--- src/assert_macros.svh ---
// Assertion macros shared by the cipher RTL.
// Depends on nothing; the SYNTH macro selects empty bodies for synthesis.
`ifndef ASSERT_MACROS_SVH
`define ASSERT_MACROS_SVH

`ifndef SYNTH
// Property checked on every rising clock edge outside reset.
`define ASSERT_CLK(lbl, clk, rst_n, prop) \
    lbl: assert property (@(posedge clk) disable iff (!rst_n) prop) \
        else $error("assertion failed");
// Condition that must never be seen at a rising clock edge outside reset.
`define ASSERT_NEVER(lbl, clk, rst_n, cond) \
    lbl: assert property (@(posedge clk) disable iff (!rst_n) !(cond)) \
        else $error("forbidden condition seen");
`else
`define ASSERT_CLK(lbl, clk, rst_n, prop)
`define ASSERT_NEVER(lbl, clk, rst_n, cond)
`endif

`endif

--- src/tbc_pkg.sv ---
// Shared types, constants and the round-sum function of the TEA cipher unit.
// Depends on nothing.
package tbc_pkg;

    localparam int WORD_W      = 32;
    localparam int ROUND_COUNT = 32;
    localparam int STAGE_COUNT = 2 * ROUND_COUNT;
    localparam int CFG_INDEX_W = 4;

    localparam logic [WORD_W-1:0] ROUND_DELTA = 32'h9e37_79b9;

    // Register indexes of the key words.
    localparam logic [CFG_INDEX_W-1:0] REG_KEY_WORD0 = 4'd0;
    localparam logic [CFG_INDEX_W-1:0] REG_KEY_WORD1 = 4'd1;
    localparam logic [CFG_INDEX_W-1:0] REG_KEY_WORD2 = 4'd2;
    localparam logic [CFG_INDEX_W-1:0] REG_KEY_WORD3 = 4'd3;

    typedef struct packed {
        logic [WORD_W-1:0] word3;
        logic [WORD_W-1:0] word2;
        logic [WORD_W-1:0] word1;
        logic [WORD_W-1:0] word0;
    } key_t;

    typedef struct packed {
        logic              func;
        logic [WORD_W-1:0] second;
        logic [WORD_W-1:0] first;
    } blk_t;

    // Running sum seen in round rnd (from 0) of an encryption: delta * (rnd + 1).
    // Only ever called with elaboration-time constants.
    function automatic logic [WORD_W-1:0] round_sum(input int rnd);
        logic [2*WORD_W-1:0] prod;
        prod = (2*WORD_W)'(ROUND_DELTA) * (2*WORD_W)'(rnd + 1);
        return prod[WORD_W-1:0];
    endfunction

endpackage

--- src/tbc_key_regs.sv ---
// Key register file of the TEA cipher unit, written over the configuration channel.
// Depends on tbc_pkg.
module tbc_key_regs
    import tbc_pkg::*;
(
    input  logic                   clk,
    input  logic                   rst_n,
    input  logic                   cfg_valid,
    output logic                   cfg_ready,
    input  logic [CFG_INDEX_W-1:0] cfg_index,
    input  logic [WORD_W-1:0]      cfg_data,
    output key_t                   key
);

    key_t key_reg;
    key_t key_next;

    assign cfg_ready = 1'b1;
    assign key       = key_reg;

    always_comb
    begin
        key_next = key_reg;
        if (cfg_valid)
        begin
            unique case (cfg_index)
                REG_KEY_WORD0: key_next.word0 = cfg_data;
                REG_KEY_WORD1: key_next.word1 = cfg_data;
                REG_KEY_WORD2: key_next.word2 = cfg_data;
                REG_KEY_WORD3: key_next.word3 = cfg_data;
                default:       key_next = key_reg;
            endcase
        end
    end

    always_ff @(posedge clk or negedge rst_n)
    begin
        if (!rst_n)
        begin
            key_reg <= '0;
        end
        else
        begin
            key_reg <= key_next;
        end
    end

endmodule

--- config.mk ---
export PLATFORM = sky130hd
export DESIGN_NAME = tbc_key_regs
export DESIGN_NICKNAME = d
export VERILOG_FILES = /design/src/assert_macros.svh /design/src/tbc_pkg.sv /design/src/tbc_key_regs.sv
export SDC_FILE = /design/constraint.sdc
export NUM_CORES = 1
export LEC_CHECK = 0
export ABC_AREA = 1
export ABC_CLOCK_PERIOD_IN_PS = 800
export BUFFER_PORTS_ARGS = -buffer_cell sky130_fd_sc_hd__buf_4
export CORE_UTILIZATION = 35
export DETAILED_ROUTE_END_ITERATION = 7
export GPL_TIMING_DRIVEN = 0
export PLACE_DENSITY = 0.63
export SYNTH_ARGS = -nofsm -noshare
export SYNTH_HDL_FRONTEND = slang
export SYNTH_SLANG_ARGS = --single-unit
export TNS_END_PERCENT = 50
--- constraint.sdc ---
create_clock -name clk -period 0.8 [get_ports clk]
set_input_delay 0.04 -clock clk [delete_from_list [all_inputs] [get_ports clk]]
set_output_delay 0.04 -clock clk [all_outputs]
set_load 0.005 [all_outputs]
# After elaboration in Yosys (flattened, before gate mapping)
# Cells that the tools add are included.
# word_totals
register_bits,128
input_bits,39
wordCells,12
output_inout_bits,129
# classes
eq_ne,3
n_reduce_logical,5
# op_table
operator,n
"4-bit by 2-bit equality test with 1-bit output, second input constant",2
2-bit AND reduction,4
"4-bit by 1-bit equality test with 1-bit output, second input constant",1
4-bit logical NOT,1

# Depth between registers and ports, before layout
# depth
word_depth,2
ltp_mapped,6
ltp_nobuf,5

# Worst setup path after synthesis
# OpenSTA, ideal clock, no wires.
# synth_timing
path_type,in2reg
startpoint,input cfg_index[3]
endpoint,register key_reg (netlist bit key[10])
setup_slack_ps,96
path_stages,5
arrival_ps,587
n_path_buf,1
t_required_ps,683
setup_time_ps,117
path_cell_list,nor2_4 -> nand3_1 -> buf_2 -> nand2_1 -> nand2_1
# synth_between
elab_chain_len,2
# synth_rtl
element,line,source
start: declaration,tbc_key_regs.sv:10,"input logic [CFG_INDEX_W-1:0] cfg_index,"
4-bit logical NOT,tbc_key_regs.sv:26,unique case (cfg_index)
2-bit AND reduction (no source line),--,
end signal: assignment,tbc_key_regs.sv:44,key_reg <= key_next;
end: declaration,tbc_key_regs.sv:15,key_t key_reg;
# Every way passes these cells.
# A chain may end at the register's enable or synchronous reset.

# Worst setup path in the final report
# layout_timing
startpoint,register key_reg (netlist bit key[41])
endpoint,output key[41] (netlist bit)
# layout_rtl
element,line,source
end: declaration,tbc_key_regs.sv:12,output key_t key
# No word-level cell between the ends.

==> reports/results.ini <==
[final_layout]
largest_reg_flops = 128
final_area_mm2 = 0.00863
antennaDiodeCount = 0
final_common_cell = nand2_1
layout.nets = 884
layout_common_cells = 256 x nand2_1, 129 x buf_6, 128 x nand4_1, 128 x dfrtp_1, 103 x buf_4
nFillCells = 1246
drive_above_1_share_pct = 35.4
syn2layout_area_growth_pct = 61.6
post-route-util_pct = 58.7

[yosys]
ys_ff_latch = 128
syn-cell-area_mm2 = 0.00534
ys_types = 10
synth_top_cell_area_share_pct = 60.0
ys_top_cells_by_area = dfrtp_1 60%, nand2_1 18%, nand4_1 15%
netlist_instances = 578
syn_nets = 617
yosys.area.top_type = dfrtp_1
yosysWarnings = 0
ys_seq_area_share_pct = 60.0
avgSynthCellArea_um2 = 9.24

[drt]
ant_nets = 0
wl_mm = 18.2
wl_per_cell_um = 17.4
drtIter0Drc = 373
drt-pass1-iter-count = 6
viasPerCell = 5.16
vias = 5377
drc = 9

[critical_path]
critical_path.cell_chain = buf_6
crit_type = register to output pin
r2r-start = key[123]
startpoint_type = register
cp_slowest_cell = dfrtp_1
crit_path_max_incr_delay_ns = 0.41
cp_max_fo = 2
arrival_ns = 0.96
crit_path_end_kind = output pin
startpoint = key[41]
required_ns = 0.76
path_buf_inv = 1
critPathTopFamily = flip-flops

[timing]
skew_ns = 0
period_share_pct = 126
final-hold-violation-count = 58
final.min_clock_period_ns = 1.00
worstMarginPinSlew_ns = 0.586
fmax_ghz = 0.996
holdWs_ns = -0.416
slew_viol_final = 0
rsz0062_at_grt = true
postLayoutSetupSlackWorst_ns = -0.204
max_slew_margin_pct = 60.9
setup_viol = 132

[floorplan]
start_util_pct = 36.3
die_w_um = 126
die_y_um = 126
dieArea_mm2 = 0.0158
io_pins = 168
coreArea_mm2 = 0.0147
num_rows = 44

[pwr]
power.static_leakage_nw = 4.60
swShare_pct = 26.6
p_clk_share_pct = 35.1
p_seq_share_pct = 38.8
p_total_mw = 22.9
p_int_mw = 16.8
power.density_mw_per_mm2 = 2660
p_switching_mw = 6.11
power_frac_comb_pct = 26.1
max-vdd-ir-drop_v = 0.00150

[run_status]
status = finished, violations left
violations = DRC, hold timing, setup timing

[placed_design]
dp_hpwl_mm = 12.3
placed_area_mm2 = 0.00685
port_buffers = 166
gp_congestion = 0.819

[clocking]
htree_levels = 4
clkLatencyLatePin_ns = 0.42
cts_num_sinks = 128
cts_root_buffer = clkbuf_16
clk_pin_slew_ns = 0.05
cts_inserted_buffers = 17
clk_path_buf_depth = 2
ctsHoldBuffers = 32
cts_tree = done

[min_path]
hold_path.class = input pin to async pin

[global_routing]
grt_max_degree = 71
grt_pass1_vias = 5328
antenna_found_initial = 0
track_usage_pct = 23.8
grt-ovfl-total = 0
grt_pass1_wl_mm = 28.4

[run]
cap_violations = 0

==> kinds of logic after synthesis <==
family,Yosys count,synth area share (%)
buffers and inverters,58,6.16
flip-flops,128,60.0
other,1,0.0702
AND/OR/NAND/NOR,391,33.8
==> stage by stage <==
| step | setup slack, ns | setup TNS [ns] | std cells |
|---|---|---|---|
| 5_1_grt | -0.231 | -26.89 | 1042 |
| 4_1_cts | -0.215 | -24.76 | 1021 |
| 3_3_place_gp | -0.722 | -126.64 | 928 |
| 3_5_place_dp | -0.370 | -37.81 | 929 |
| 6_report | -0.204 | -23.07 | 1042 |
| 2_1_floorplan | 0.0963 | 0 | 578 |
==> routing by layer <==
layer	up-vias	GRT usage (%)	wire (µm)
met5	-	0	0
met4	0	9.11	390
met3	33	7.87	1380
met2	212	38.0	8610
met1	2629	30.1	7800
li1	2503	-	-
==> synthesized netlist by cell type <==
master,number
buf_4,17
nand3_1,4
buf_2,38
conb_1,1
nor2_4,1
nor2_2,1
nand2_1,257
dfrtp_1,128
nand4_1,128
inv_1,3
==> path summary, 6_finish.rpt <==
check,to,slack [ns],cells after the start
hold reg to reg,key[9],0.49,2
setup reg to reg,key[123],-0.08,4
setup / recovery,key[41],-0.20,1
max in group asynchronous,key[45],0.49,2
hold / removal,key[59],-0.42,1
min in group clk,key[63],0.06,5
==> power groups by stage <==
stage	combinational (mW)	clock, mW	sequential, mW
2_1_floorplan	1.33	0	8.69
3_3_place_gp	4.24	0	8.69
3_5_place_dp	4.35	0	8.74
4_1_cts	5.68	8.14	8.89
5_1_grt	6.49	8.46	9.02
6_report	5.98	8.05	8.89
==> final cells by class <==
type	count	area, µm²	area share, %
well taps	184	230	2.67
multi-input cells	392	1810	21.0
inverters	3	11.3	0.130
clock buffers	20	447	5.18
plain buffers	55	318	3.68
repair buffers	248	2450	28.3
flip-flops and latches	128	3200	37.1
clock inverters	12	165	1.91
==> timing repair <==
item	CTS	global route
gates resized for setup	128	1
setup endpoints to repair	128	130
setup buffers	28	21
pin swaps	0	0
hold endpoints to repair	186	58
Note: power is estimated with default switching activity, not from simulation.
