**config.mk**
```make
export PLATFORM = sky130hd
export DESIGN_NAME = tbc_stage
export DESIGN_NICKNAME = d
export VERILOG_FILES = /design/src/assert_macros.svh /design/src/tbc_pkg.sv /design/src/tbc_stage.sv
export SDC_FILE = /design/constraint.sdc
export NUM_CORES = 1
export LEC_CHECK = 0
export BUFFER_PORTS_ARGS = -buffer_cell sky130_fd_sc_hd__buf_2
export CAP_MARGIN = 20
export CORE_AREA = 2 2 160 162
export CTS_BUF_LIST = sky130_fd_sc_hd__clkbuf_8
export DETAILED_ROUTE_END_ITERATION = 8
export DIE_AREA = 0 0 162 164
export GPL_TIMING_DRIVEN = 0
export PLACE_DENSITY = 0.83
export SLEW_MARGIN = 25
export SYNTH_ARGS = -nofsm -noshare
export SYNTH_HDL_FRONTEND = slang
export SYNTH_SLANG_ARGS = --single-unit
```
**constraint.sdc**
```tcl
create_clock -name clk -period 2.2 [get_ports clk]
set_input_delay 0.11 -clock clk [delete_from_list [all_inputs] [get_ports clk]]
set_output_delay 0.11 -clock clk [all_outputs]
set_load 0.005 [all_outputs]
```
**src/assert_macros.svh**
```systemverilog
// Assertion macros shared by the cipher RTL.
// Depends on nothing; the SYNTH macro selects empty bodies for synthesis.
`ifndef ASSERT_MACROS_SVH
`define ASSERT_MACROS_SVH

`ifndef SYNTH
// Property checked on every rising clock edge outside reset.
`define ASSERT_CLK(lbl, clk, rst_n, prop) \
    lbl: assert property (@(posedge clk) disable iff (!rst_n) prop) \
        else $error("assertion failed");
// Condition that must never be seen at a rising clock edge outside reset.
`define ASSERT_NEVER(lbl, clk, rst_n, cond) \
    lbl: assert property (@(posedge clk) disable iff (!rst_n) !(cond)) \
        else $error("forbidden condition seen");
`else
`define ASSERT_CLK(lbl, clk, rst_n, prop)
`define ASSERT_NEVER(lbl, clk, rst_n, cond)
`endif

`endif

```
**src/tbc_pkg.sv**
```systemverilog
// Shared types, constants and the round-sum function of the TEA cipher unit.
// Depends on nothing.
package tbc_pkg;

    localparam int WORD_W      = 32;
    localparam int ROUND_COUNT = 32;
    localparam int STAGE_COUNT = 2 * ROUND_COUNT;
    localparam int CFG_INDEX_W = 4;

    localparam logic [WORD_W-1:0] ROUND_DELTA = 32'h9e37_79b9;

    // Register indexes of the key words.
    localparam logic [CFG_INDEX_W-1:0] REG_KEY_WORD0 = 4'd0;
    localparam logic [CFG_INDEX_W-1:0] REG_KEY_WORD1 = 4'd1;
    localparam logic [CFG_INDEX_W-1:0] REG_KEY_WORD2 = 4'd2;
    localparam logic [CFG_INDEX_W-1:0] REG_KEY_WORD3 = 4'd3;

    typedef struct packed {
        logic [WORD_W-1:0] word3;
        logic [WORD_W-1:0] word2;
        logic [WORD_W-1:0] word1;
        logic [WORD_W-1:0] word0;
    } key_t;

    typedef struct packed {
        logic              func;
        logic [WORD_W-1:0] second;
        logic [WORD_W-1:0] first;
    } blk_t;

    // Running sum seen in round rnd (from 0) of an encryption: delta * (rnd + 1).
    // Only ever called with elaboration-time constants.
    function automatic logic [WORD_W-1:0] round_sum(input int rnd);
        logic [2*WORD_W-1:0] prod;
        prod = (2*WORD_W)'(ROUND_DELTA) * (2*WORD_W)'(rnd + 1);
        return prod[WORD_W-1:0];
    endfunction

endpackage

```
**src/tbc_stage.sv**
```systemverilog
// One half-round pipeline stage of the TEA cipher unit, with its own valid bit.
// Depends on tbc_pkg.
module tbc_stage
    import tbc_pkg::*;
(
    input  logic              clk,
    input  logic              rst_n,
    input  key_t              key,
    input  logic [WORD_W-1:0] sum_enc,
    input  logic [WORD_W-1:0] sum_dec,
    input  logic              phase,
    input  logic              in_valid,
    output logic              in_ready,
    input  blk_t              in_blk,
    output logic              out_valid,
    input  logic              out_ready,
    output blk_t              out_blk
);

    logic              valid_reg;
    logic              valid_next;
    blk_t              blk_reg;
    blk_t              blk_next;
    logic              dec;
    logic              upd_first;
    logic [WORD_W-1:0] src;
    logic [WORD_W-1:0] tgt;
    logic [WORD_W-1:0] ka;
    logic [WORD_W-1:0] kb;
    logic [WORD_W-1:0] sum;
    logic [WORD_W-1:0] mix;
    logic [WORD_W-1:0] upd;

    // Encryption updates the first half in its first phase; decryption runs
    // the halves in reverse order.
    assign dec       = in_blk.func;
    assign upd_first = (~phase) ^ dec;
    assign src       = upd_first ? in_blk.second : in_blk.first;
    assign tgt       = upd_first ? in_blk.first : in_blk.second;
    assign ka        = upd_first ? key.word0 : key.word2;
    assign kb        = upd_first ? key.word1 : key.word3;
    assign sum       = dec ? sum_dec : sum_enc;
    assign mix       = ((src << 4) + ka) ^ (src + sum) ^ ((src >> 5) + kb);
    assign upd       = dec ? (tgt - mix) : (tgt + mix);

    assign in_ready  = !valid_reg || out_ready;
    assign out_valid = valid_reg;
    assign out_blk   = blk_reg;

    always_comb
    begin
        valid_next = valid_reg;
        blk_next   = blk_reg;
        if (in_ready)
        begin
            valid_next = in_valid;
            if (in_valid)
            begin
                blk_next      = in_blk;
                if (upd_first)
                begin
                    blk_next.first = upd;
                end
                else
                begin
                    blk_next.second = upd;
                end
            end
        end
    end

    always_ff @(posedge clk or negedge rst_n)
    begin
        if (!rst_n)
        begin
            valid_reg <= 1'b0;
        end
        else
        begin
            valid_reg <= valid_next;
        end
    end

    always_ff @(posedge clk)
    begin
        blk_reg <= blk_next;
    end

endmodule

```
# --- Word level (Yosys, flattened, before mapping) ---
# Cells that the tools add are included.
word_totals:
  ff_bits: 66
  input_bits: 262
  output_inout_bits: 67
  word_cells: 24
classes:
  n_addsub: 5
  mux: 8
  n_bitwise: 4
  reduce_logical: 3
op_table:
  columns: ["cell", "n"]
  rows:
  - ["32-bit two-way mux", 8]
  - ["32-bit adder", 3]
  - ["32-bit XOR", 2]
  - ["27-bit by 32-bit adder with 32-bit output", 1]
  - ["32-bit subtractor", 1]
  - ["2-bit AND reduction", 1]
  - ["1-bit logical NOT", 1]
  - ["1-bit logical OR", 1]
  - ["1-bit NOT", 1]
  - ["1-bit XOR", 1]

# --- Logic depth before layout (Yosys ltp) ---
# Gate-level depths: netlist (run 1).
logic_depth:
  ltp_word: 9
  ltp_mapped: 35
  depth_no_buf: 28

# --- Least setup slack after synthesis (run 1) ---
# OpenSTA, ideal clock, no wires.
synth_timing:
  path_kind: "in2reg"
  start: "input in_blk[64] (netlist bit)"
  end: "register blk_reg (netlist bit out_blk[63]) (data pin)"
  setup_ns: 0.158
  arrival_ns: 7.151
  t_required_ns: 2.042
  path_slack_ns: -5.109
  stages: 32
  n_path_buf: 6
  cell_sequence: "buf_6 > xor2_2 > buf_4 > buf_8 > clkbuf_1 > clkbuf_1 > clkbuf_1 > nand2_1 > nand2_1 > ha_1 > a21o_1 > o2bb2ai_1 > or2_2 > xnor3_1 > xnor2_1 > nor4b_2 > nand4_1 > nor3_1 > a21oi_1 > xnor2_1 > ha_1 > and4_1 > nand3_1 > a21oi_1 > o21a_1 > o41ai_1 > a31oi_1 > a41oi_1 > o21ai_0 > xnor3_1 > or3_1 > o211ai_1"
synth_between:
  elab_chain_cells: 8
  word_cells_on_any_way: 15
  cone_classes: "add/sub (5); mux (7); bitwise (3)"
synth_lines:
  columns: ["item", "line", "source"]
  rows:
  - ["start: declaration", "tbc_stage.sv:14", "input blk_t in_blk,"]
  - ["1-bit XOR", "tbc_stage.sv:37", "assign upd_first = (~phase) ^ dec;"]
  - ["32-bit two-way mux, on equally long branches", "tbc_stage.sv:40, tbc_stage.sv:38", null]
  - ["32-bit adder", "tbc_stage.sv:43", "assign mix = ((src << 4) + ka) ^ (src + sum) ^ ((src >> 5) + kb);"]
  - ["32-bit XOR (2 in series)", "tbc_stage.sv:43", null]
  - ["32-bit adder or 32-bit subtractor (tied branches)", "tbc_stage.sv:44", "assign upd = dec ? (tgt - mix) : (tgt + mix);"]
  - ["32-bit two-way mux", "tbc_stage.sv:44", null]
  - ["32-bit two-way mux (*)", "tbc_stage.sv:60", "if (upd_first)"]
  - ["end signal: assignment", "tbc_stage.sv:86", "blk_reg <= blk_next;"]
  - ["end: declaration", "tbc_stage.sv:22", "blk_t blk_reg;"]
# Every way passes the cells marked *; elsewhere a longest branch is shown, timed or not.
# A chain may end at the register's enable or synchronous reset.

# --- Final worst setup path (run 1) ---
layout_timing:
  start: "input in_blk[64] (netlist bit)"
  end: "register blk_reg (netlist bit out_blk[31]) (data pin)"
# The elaborated chain is that of the path after synthesis.

==> out/metrics.cfg, run 1 <==
[pwr]
ir_drop_uv = 940
p_int_mw = 14.0
seqPwrFrac = 0.087
pwr-share-clk = 0.035
p_comb_frac = 0.879
p_per_area_nw_per_um2 = 1600
p_sw_mw = 13.6
swShare = 0.493
p_leak_nw = 8.24

[synth]
yosysTopAreaCellShare = 0.159
syn-mean-instance-area_um2 = 7.57
syn_inst = 1624
synthArstFlopShare = 0.0152
synth_most_common_cell = nand2_1
synth.distinct_cells = 96
yosysSeqAreaShare = 0.161
synth_nets = 2006
ys_top_cells_by_count = 407 x nand2_1, 125 x xnor2_1, 118 x ha_1, 103 x a21oi_1, 100 x o21ai_0
synth_area_um2 = 12300
synth.area.top_cells = edfxtp_1 16%, nand2_1 12%, ha_1 12%
yosysTopAreaCell = edfxtp_1
synthFlopType = edfxtp_1
synth_enable_flop_cells = 65
synth_seq_cells = 66
yosysWarnings = 0

[critical_path]
critPathMaxStageDelay_ns = 0.36
rrSetupSlack_ns = 0.60
critical_path_class = in2reg
crit_fanout = 10
endpoint_kind = flip-flop
r2r-start = out_valid
critPathSlowestCell = a22oi_2
critPathArrivalTime_ns = 6.80
worst_ep_required_time_ns = 2.35
r2r_cells = 2
cp-start-kind = primary input
reg2reg_to = out_blk[1]

[cts]
cts-root-buf = clkbuf_8
insertion_delay_ns = 0.36
cts_buffer_depth = 2
clk_transition_reported_paths_ns = 0.07
clkSinkCount = 66
numCtsBuffers = 9
cts_tree = yes
cts_htree_levels = 3

[global_route]
grt_max_degree = 66
globalRoute.totalOverflow = 0
grt_usage = 0.356
grt_pass1_vias = 13400
antenna_found_initial = 3
grt_pass1_wl_mm = 72.8

[detailed_routing]
detail-route-antenna-nets = 0
drt_first_pass_iters = 8
drt_iter0_drc = 1702
vias_per_cell = 6.12
drc_errors = 0
drt-total-wl_mm = 51.6
vias = 14700
wl_per_cell_um = 21.5

[place]
pre_cts_slack_ns = -6.47
port_buffers = 326
place_hpwl_mm = 39.2
gp_congestion = 0.995

[min_path]
hold_class = in2async

[timing]
maxSlewHeadroom = 0.260
period_needed_ns = 6.65
tightest_slew_ns = 1.11
fin_crit_sh = 3.02
hold_viol = 0
final-setup-viol-count = 64
tns_ns = -199.21
rsz0062_at_grt = true
fin_worst_skew_ns = 0.0145
setup_ws_ns = -4.45
fmax_mhz = 150
slew_viol_final = 0

[cells_and_area]
seq_area_um2 = 1980
fillers = 2001
finish.utilization = 0.696
layout.nets = 2447
synthToLayoutAreaGrowth_pct = 40.5
multiInputGateArea_um2 = 11500
drive_gt1_frac = 0.380

[floorplan]
io_pins = 329
rows = 58
die_area_um2 = 26600
die_y_um = 164
coreArea_um2 = 24800
start_util = 0.495
die_w_um = 162

[job]
drv_cap = 0

[status]
status = finished with violations
violations = setup timing

==> layout by cell type, fill, tap and decap left out, types with 21 or more instances in the layout <==
master    netlist  layout
o21ai_2         1      25
ha_1          118      90
edfxtp_1       65      65
mux2_2         34      33
inv_1          35      35
a21oi_2         2      25
o21a_1         24      21
o21ai_1         4      48
xor2_1         57      49
buf_4           1      94
buf_2           4     331
nand2_1       407     374
nand3_1        34      31
xnor2_1       125      93
nand2_2         0      24
o21ai_0       100      30
a21oi_1       103      76
nor2_1         70      63
a21o_1         67      67
xnor2_2         1      26
==> power groups by stage <==
stage               registers [mW]  clock network (mW)  logic, mW
floorplan                     2.51                   0       12.1
global route                  2.44               0.997       25.6
finish                        2.40               0.959       24.3
CTS                           2.41               0.935       19.5
detailed placement            2.43                   0       16.1
global placement              2.41                   0       15.9
==> area by class of cell <==
| type | count | area share |
|---|---|---|
| timing repair buffer | 433 | 0.147 |
| inverter | 35 | 0.00761 |
| clock buffer | 9 | 0.00718 |
| clock inverter | 7 | 0.00312 |
| antenna | 3 | 0.000435 |
| tap | 330 | 0.0239 |
| multi-input combinational | 1464 | 0.666 |
| sequential | 66 | 0.115 |
| buffer | 56 | 0.0311 |
==> registers in the layout (all words and copies together), names as in the netlist <==
| signal | flops |
|---|---|
| out_valid | 1 |
| out_blk | 65 |
==> worst max-delay path, delay by kind of cell <==
| kind | cells | cell delay [ns] |
|---|---|---|
| buffers and inverters | 8 | 1.16 |
| XOR/XNOR | 4 | 0.87 |
| AO/OA/AOI/OAI | 13 | 2.64 |
| adder cells (fa/ha/maj) | 2 | 0.56 |
| AND/OR/NAND/NOR | 7 | 1.43 |
==> per-stage QoR <==
stage / power (mW) / hold slack, ns / cell area [µm²] / cells
4_1_cts: 22.9 / 0.0525 / 16200 / 2361
5_1_grt: 29.1 / 0.0444 / 17300 / 2403
3_3_place_gp: 18.3 / -0.115 / 14600 / 2280
2_1_floorplan: 14.6 / -0.186 / 12500 / 1624
6_report: 27.7 / 0.0306 / 17300 / 2403
3_5_place_dp: 18.5 / -0.112 / 14600 / 2280
==> how the worst max path moves through the flow <==
stage,startpoint,to
floorplan,in_blk[64],out_blk[63]
global placement,in_blk[64],out_blk[63]
detailed placement,in_blk[64],out_blk[63]
CTS,in_blk[64],out_blk[63]
global route,in_blk[64],out_blk[63]
finish,in_blk[64],out_blk[31]
==> timing repair <==
action	CTS	global route
setup endpoints to repair	64	64
buffers inserted	65	41
hold endpoints to repair	2	0
resized for setup	213	179
pin swaps	73	85
hold buffers	2	0
==> routing by layer <==
metal | global-route usage | share of wire
met1 | 0.468 | 0.39
met2 | 0.565 | 0.44
met3 | 0.0652 | 0.11
met4 | 0.173 | 0.058
met5 | 0 | 0
==> kinds of logic (layout without fill, tap and decap cells) <==
| group | Yosys count | count (layout) | share of synthesized area |
|---|---|---|---|
| compound gates | 431 | 431 | 0.232 |
| xor+xnor | 196 | 196 | 0.154 |
| fa+ha+maj | 123 | 123 | 0.126 |
| buf+inv | 94 | 540 | 0.0310 |
| flops | 66 | 66 | 0.161 |
| mux | 57 | 57 | 0.0540 |
| other cells | 0 | 3 | 0 |
| simple gates | 657 | 657 | 0.242 |
No activity file was read; power rests on OpenSTA's default activity.
==> run 2: changes to the inputs <==
PLACE_DENSITY = 0.8   (was 0.83)
clock period = 7.5 ns   (was 2.2 ns; I/O delays follow)
==> run 2 against run 1 <==
Compared with the run above: clock skew rose by 0.0011 ns; combinational power is 78% lower; sequential power is 71% lower; the run now ends clean; cell count is 3.4% lower; non-clock buffer count decreased by 82; via count fell by 6.2%; die area unchanged; global-route usage decreased by 1.2 points; routed wire length fell by 8.7%.
==> out/metrics.cfg, run 2 (same netlist as run 1, synthesis figures left out) <==
[cells_and_area]
final_cell_mix = 394 x nand2_1, 332 x buf_2, 116 x xnor2_1, 112 x ha_1, 100 x a21oi_1  ; was 374 x nand2_1, 331 x buf_2, 94 x buf_4, 93 x xnor2_1, 90 x ha_1
layout_commonest_cell = nand2_1  ; unchanged
largest_reg_flops = 65  ; unchanged
drive_gt1_frac = 0.269  ; was 0.380
layout.nets = 2365  ; was 2,447
fin_area_um2 = 15300  ; was 17,300 µm²
finish.utilization = 0.617  ; was 0.696
synthToLayoutAreaGrowth_pct = 24.6  ; was 40.5%

[critical_path]
rrSetupSlack_ns = 6.15  ; was 0.60 ns
endpoint_kind = flip-flop  ; unchanged
r2r_cells = 3  ; was 2
path_delay_family = compound AO/OA/AOI/OAI gates  ; unchanged
critPathSlowestCell = or4_4  ; was a22oi_2
worst_ep_required_time_ns = 7.64  ; was 2.35 ns
startpoint = in_blk[64]  ; unchanged
path_buf_inv = 6  ; was 8
r2r-start = out_valid  ; unchanged
critical_path_class = in2reg  ; unchanged
cp.depth = 32  ; was 34
critPathArrivalTime_ns = 7.44  ; was 6.80 ns
cp-start-kind = primary input  ; unchanged
crit_end = out_blk[63]  ; was out_blk[31]
crit_fanout = 10  ; unchanged
critPathMaxStageDelay_ns = 0.58  ; was 0.36 ns
reg2reg_to = out_blk[4]  ; was out_blk[1]

[timing]
fin_crit_sh = 0.974
period_needed_ns = 7.31
tns_ns = 0  ; was -199.21 ns
maxSlewHeadroom = 0.412  ; was 0.260
hold_viol = 0  ; unchanged
fin_worst_skew_ns = 0.0156  ; was 0.0145 ns
tightest_slew_ns = 0.882  ; was 1.11 ns
slew_viol_final = 0  ; unchanged
fin_hold_ws_ns = 0.242  ; was 0.0306 ns
fmax_mhz = 137
final-setup-viol-count = 0  ; was 64

[detailed_routing]
wl_per_cell_um = 20.3  ; was 21.5 µm
routed.top_layer = met4  ; unchanged
detail-route-antenna-nets = 0  ; unchanged
vias = 13800  ; was 14.7k
met1_length_mm = 20.4  ; was 20.3 mm
vias_per_cell = 5.95  ; was 6.12
drt_first_pass_iters = 5  ; was 8
met2_length_mm = 20.7  ; was 22.8 mm
drt-total-wl_mm = 47.1  ; was 51.6 mm
wl_met3_mm = 4.55  ; was 5.57 mm
drc_errors = 0  ; unchanged
drt_iter0_drc = 1343  ; was 1,702

[cts]
clkSinkCount = 66  ; unchanged
cts_buffer_depth = 2  ; unchanged
clk_transition_reported_paths_ns = 0.08  ; was 0.07 ns
cts-root-buf = clkbuf_8  ; unchanged
cts_tree = yes  ; unchanged
numCtsBuffers = 9  ; unchanged
cts_htree_levels = 3  ; unchanged
insertion_delay_ns = 0.35  ; was 0.36 ns

[pwr]
p_leak_nw = 7.50  ; was 8.24 nW
pwr-share-clk = 0.047  ; was 0.035
p_comb_frac = 0.840  ; was 0.879
ir_drop_uv = 195  ; was 940 µV
p_total_mw = 6.28  ; was 27.7 mW
seqPwrFrac = 0.112  ; was 0.087
p_int_mw = 3.11  ; was 14.0 mW
p_sw_mw = 3.17  ; was 13.6 mW
swShare = 0.505  ; was 0.493
p_per_area_nw_per_um2 = 410  ; was 1600 nW/µm²

[floorplan]
start_util = 0.495  ; unchanged
rows = 58  ; unchanged
coreArea_um2 = 24800  ; unchanged
die_w_um = 162  ; unchanged
die_y_um = 164  ; unchanged
io_pins = 329  ; unchanged
die_area_um2 = 26600  ; unchanged

[place]
gp_congestion = 0.976  ; was 0.995
port_buffers = 326  ; unchanged
place_hpwl_mm = 39.2  ; about the same
placed_area_um2 = 14400  ; was 14,600 µm²

[global_route]
grt_usage = 0.344  ; was 0.356
grt_pass1_vias = 12800  ; was 13.4k
antenna_found_initial = 2  ; was 3
grt_max_degree = 62  ; was 66
grt_pass1_wl_mm = 70.3  ; was 72.8 mm
globalRoute.totalOverflow = 0  ; unchanged

[min_path]
hold_class = in2reg  ; was in2async

[status]
status = finished clean  ; was finished with violations

[job]
drv_cap = 0  ; unchanged

==> run 2: cell count changes in the layout (fill, tap and decap cells not counted), sizes merged <==
cell	previous run	this run
clkinv	3	0
clkbuf	46	48
dlygate4sd3	2	1
buf	450	369
clkinvlp	0	1
==> run 2: worst reg2reg max path, cell delays in order, from the launching register on <==
cell	delay [ns]
dfrtp_1	0.39
nand2b_1	0.12
and2_4	0.22
buf_16	0.26
==> run 2: power by group through the flow <==
stage / combinational, mW / clock (mW) / sequential [mW]
floorplan: 3.42 / 0 / 0.737
global placement: 4.55 / 0 / 0.707
detailed placement: 4.61 / 0 / 0.712
CTS: 4.86 / 0.298 / 0.708
global route: 5.74 / 0.314 / 0.720
finish: 5.27 / 0.297 / 0.705
==> run 2: stage by stage <==
| stage | std cells | worst slack, ns |
|---|---|---|
| floorplan | 1624 | 0.0674 |
| global placement | 2280 | -3.08 |
| detailed placement | 2281 | -2.63 |
| CTS | 2308 | 0.00565 |
| global route | 2320 | -0.0138 |
| finish | 2321 | 0.192 |
==> run 2: per-layer routing <==
| metal | vias to the layer above | GRT usage |
|---|---|---|
| li1 | 6555 | - |
| met1 | 6366 | 0.491 |
| met2 | 788 | 0.550 |
| met3 | 90 | 0.0333 |
| met4 | 0 | 0.107 |
| met5 | - | 0 |
==> run 2: how the worst min path moves through the flow <==
stage / to / slack [ns] / cells past startpoint / startpoint
after floorplan: out_valid / 0.08 / 0 / rst_n
after global placement: out_valid / 0.15 / 1 / rst_n
after detailed placement: out_valid / 0.15 / 1 / rst_n
after CTS: out_blk[64] / 0.24 / 1 / in_blk[64]
after global routing: out_blk[64] / 0.24 / 1 / in_blk[64]
final: out_blk[64] / 0.24 / 1 / in_blk[64]
==> run 2: area by class of cell <==
type                            count  area, µm²
Timing Repair Buffer              352       1850
Fill cell                        2333       9510
Buffer                             55        360
Antenna cell                        3       7.51
Inverter                           35        131
Clock buffer                       11        151
Tap cell                          330        413
Clock inverter                      5       48.8
Sequential cell                    66       1980
Multi-Input combinational cell   1464      10400
==> run 2: repair_timing <==
item / in CTS / in global routing
hold buffers: 1 / 0
cloned: 0 / 0
hold endpoints to repair: 1 / 0
pin swaps: 12 / 26
resized for setup: 80 / 73
setup endpoints to repair: 43 / 16
setup buffers: 13 / 11
==> run 3: changes to the inputs <==
clock period = 8.9 ns   (was 7.5 ns; I/O delays follow)
==> run 3 against run 2 <==
Compared with the run above: via count shrank 1.7%; die area did not move; highest routed layer unchanged; routed wire length fell by 1.8%; first-iteration DRC count shrank 6.8%; critical path depth unchanged; sequential share of layout area rose by 0.56 points; critical path type unchanged; worst hold slack gained 0.059 ns; register-to-register slack better by 1.4 ns.
==> out/metrics.cfg, run 3 (same netlist as run 1, synthesis figures left out) <==
[timing]
hold_viol = 0  ; unchanged
slew_viol_final = 0  ; unchanged
tightest_slew_ns = 1.03  ; was 0.882 ns
maxSlewHeadroom = 0.312  ; was 0.412
fin_crit_sh = 0.966
fin_worst_skew_ns = 0.0120  ; was 0.0156 ns
period_needed_ns = 8.60
tns_ns = 0  ; unchanged
fin_hold_ws_ns = 0.301  ; was 0.242 ns
final-setup-viol-count = 0  ; unchanged
fmax_mhz = 116

[detailed_routing]
drt_first_pass_iters = 6  ; was 5
wl_per_cell_um = 20.1  ; was 20.3 µm
drc_errors = 0  ; unchanged
vias_per_cell = 5.89  ; was 5.95
drt_iter0_drc = 1252  ; was 1,343
vias = 13600  ; was 13.8k
detail-route-antenna-nets = 0  ; unchanged
drt-total-wl_mm = 46.3  ; was 47.1 mm

[place]
gp_congestion = 0.978  ; was 0.976
place_hpwl_mm = 38.9  ; was 39.2 mm
port_buffers = 326  ; unchanged

[cts]
cts_tree = yes  ; unchanged
clkSinkCount = 66  ; unchanged
insertion_delay_ns = 0.34  ; was 0.35 ns
cts_buffer_depth = 2  ; unchanged
cts_htree_levels = 3  ; unchanged
cts-root-buf = clkbuf_8  ; unchanged
clk_transition_reported_paths_ns = 0.07  ; was 0.08 ns
numCtsBuffers = 9  ; unchanged

[global_route]
grt_pass1_wl_mm = 68.6  ; was 70.3 mm
grt_use_met3 = 0.0523  ; was 0.0333
grt_max_degree = 62  ; unchanged
use_met2 = 0.538  ; was 0.550
grt_busiest_layer = met2  ; unchanged
grt_pass1_vias = 12400  ; was 12.8k
met1_usage = 0.468  ; was 0.491
globalRoute.totalOverflow = 0  ; unchanged
grt_usage = 0.336  ; was 0.344
antenna_found_initial = 2  ; unchanged

[critical_path]
worst_ep_required_time_ns = 9.00  ; was 7.64 ns
critPathSlowestCell = or4_4  ; unchanged
critPathMaxStageDelay_ns = 0.56  ; was 0.58 ns
r2r_cells = 3  ; unchanged
r2r-start = out_valid  ; unchanged
cp-start-kind = primary input  ; unchanged
reg2reg_to = out_blk[12]  ; was out_blk[4]
crit_fanout = 19  ; was 10
rrSetupSlack_ns = 7.54  ; was 6.15 ns
critical_path_class = in2reg  ; unchanged
endpoint_kind = flip-flop  ; unchanged
critPathArrivalTime_ns = 8.70  ; was 7.44 ns

[floorplan]
die_area_um2 = 26600  ; unchanged
die_y_um = 164  ; unchanged
rows = 58  ; unchanged
io_pins = 329  ; unchanged
start_util = 0.495  ; unchanged
die_w_um = 162  ; unchanged
coreArea_um2 = 24800  ; unchanged

[pwr]
p_int_mw = 2.35  ; was 3.11 mW
seqPwrFrac = 0.122  ; was 0.112
p_comb_frac = 0.833  ; was 0.840
swShare = 0.517  ; was 0.505
p_leak_nw = 7.22  ; was 7.50 nW
ir_drop_uv = 154  ; was 195 µV
p_sw_mw = 2.51  ; was 3.17 mW
pwr-share-clk = 0.045  ; was 0.047
p_per_area_nw_per_um2 = 332  ; was 410 nW/µm²

[cells_and_area]
layout_commonest_cell = nand2_1  ; unchanged
drive_gt1_frac = 0.232  ; was 0.269
synthToLayoutAreaGrowth_pct = 19.4  ; was 24.6%
fillers = 2355  ; was 2,333
layout.nets = 2345  ; was 2,365
largest_reg_flops = 65  ; unchanged
multiInputGateArea_um2 = 10000  ; was 10,400 µm²
seq_area_um2 = 1980  ; unchanged
final_cell_mix = 407 x nand2_1, 335 x buf_2, 123 x xnor2_1, 118 x ha_1, 103 x a21oi_1  ; was 394 x nand2_1, 332 x buf_2, 116 x xnor2_1, 112 x ha_1, 100 x a21oi_1

[status]
status = finished clean  ; unchanged

[min_path]
hold_class = in2reg  ; unchanged
worstHoldStart = in_valid  ; was in_blk[64]
whs_path_depth = 2  ; was 1
worstHoldEndpoint = out_valid  ; was out_blk[64]

[job]
drv_cap = 0  ; unchanged

## run 3: worst max path at each step
stage                    start          end  depth (start not counted)
finish              in_blk[64]  out_blk[63]                         32
global route        in_blk[64]  out_blk[63]                         32
CTS                 in_blk[64]  out_blk[63]                         32
detailed placement  in_blk[64]  out_blk[63]                         33
global placement    in_blk[64]  out_blk[63]                         32
floorplan           in_blk[64]  out_blk[63]                         32
## run 3: worst max-delay path: cells and delay by family
family,cells,cell delay [ns]
AO/OA/AOI/OAI,10,2.34
XOR/XNOR,5,1.58
adder cells (fa/ha/maj),3,0.91
buffers and inverters,6,1.30
multiplexers,1,0.31
AND/OR/NAND/NOR,7,1.78
## run 3: what timing repair did
action | CTS | global route
pin swaps | 0 | 2
resized for setup | 19 | 24
setup buffers | 0 | 2
endpoints found under the setup margin | 22 | 8
hold buffers | 1 | 0
hold endpoints to repair | 1 | 0
## run 3: power by group through the flow
stage               Sequential (mW)  Combinational [mW]  Clock [mW]
floorplan                     0.621                2.87           0
global placement              0.596                3.83           0
detailed placement            0.599                3.88           0
CTS                           0.595                3.91       0.219
global route                  0.605                4.45       0.230
finish                        0.594                4.06       0.217
## run 3: layout make-up
| cell class | instances | area share |
|---|---|---|
| antenna | 2 | 0.000341 |
| sequential | 66 | 0.135 |
| clock inverter | 6 | 0.00230 |
| clock buffer | 10 | 0.00938 |
| buffer | 57 | 0.0185 |
| timing repair buffer | 330 | 0.115 |
| tap | 330 | 0.0281 |
| multi-input combinational | 1464 | 0.683 |
| inverter | 35 | 0.00896 |
## run 3: stage by stage
stage                     cell area (µm²)  power [mW]  cells   util  setup slack [ns]
after detailed placement            14400        4.48   2281  0.579             -1.67
after CTS                           14600        4.73   2297  0.587           0.00654
after global routing                14700        5.28   2300  0.591           -0.0574
final                               14700        4.87   2300  0.591             0.304
after global placement              14300        4.43   2280  0.577             -2.23
after floorplan                     12300        3.49   1624      -              1.26
## run 3: metal layers
| layer | vias to the layer above | wire length (µm) |
|---|---|---|
| li1 | 6514 | - |
| met1 | 6289 | 19800 |
| met2 | 688 | 20400 |
| met3 | 67 | 4730 |
| met4 | 0 | 1330 |
| met5 | - | 0 |
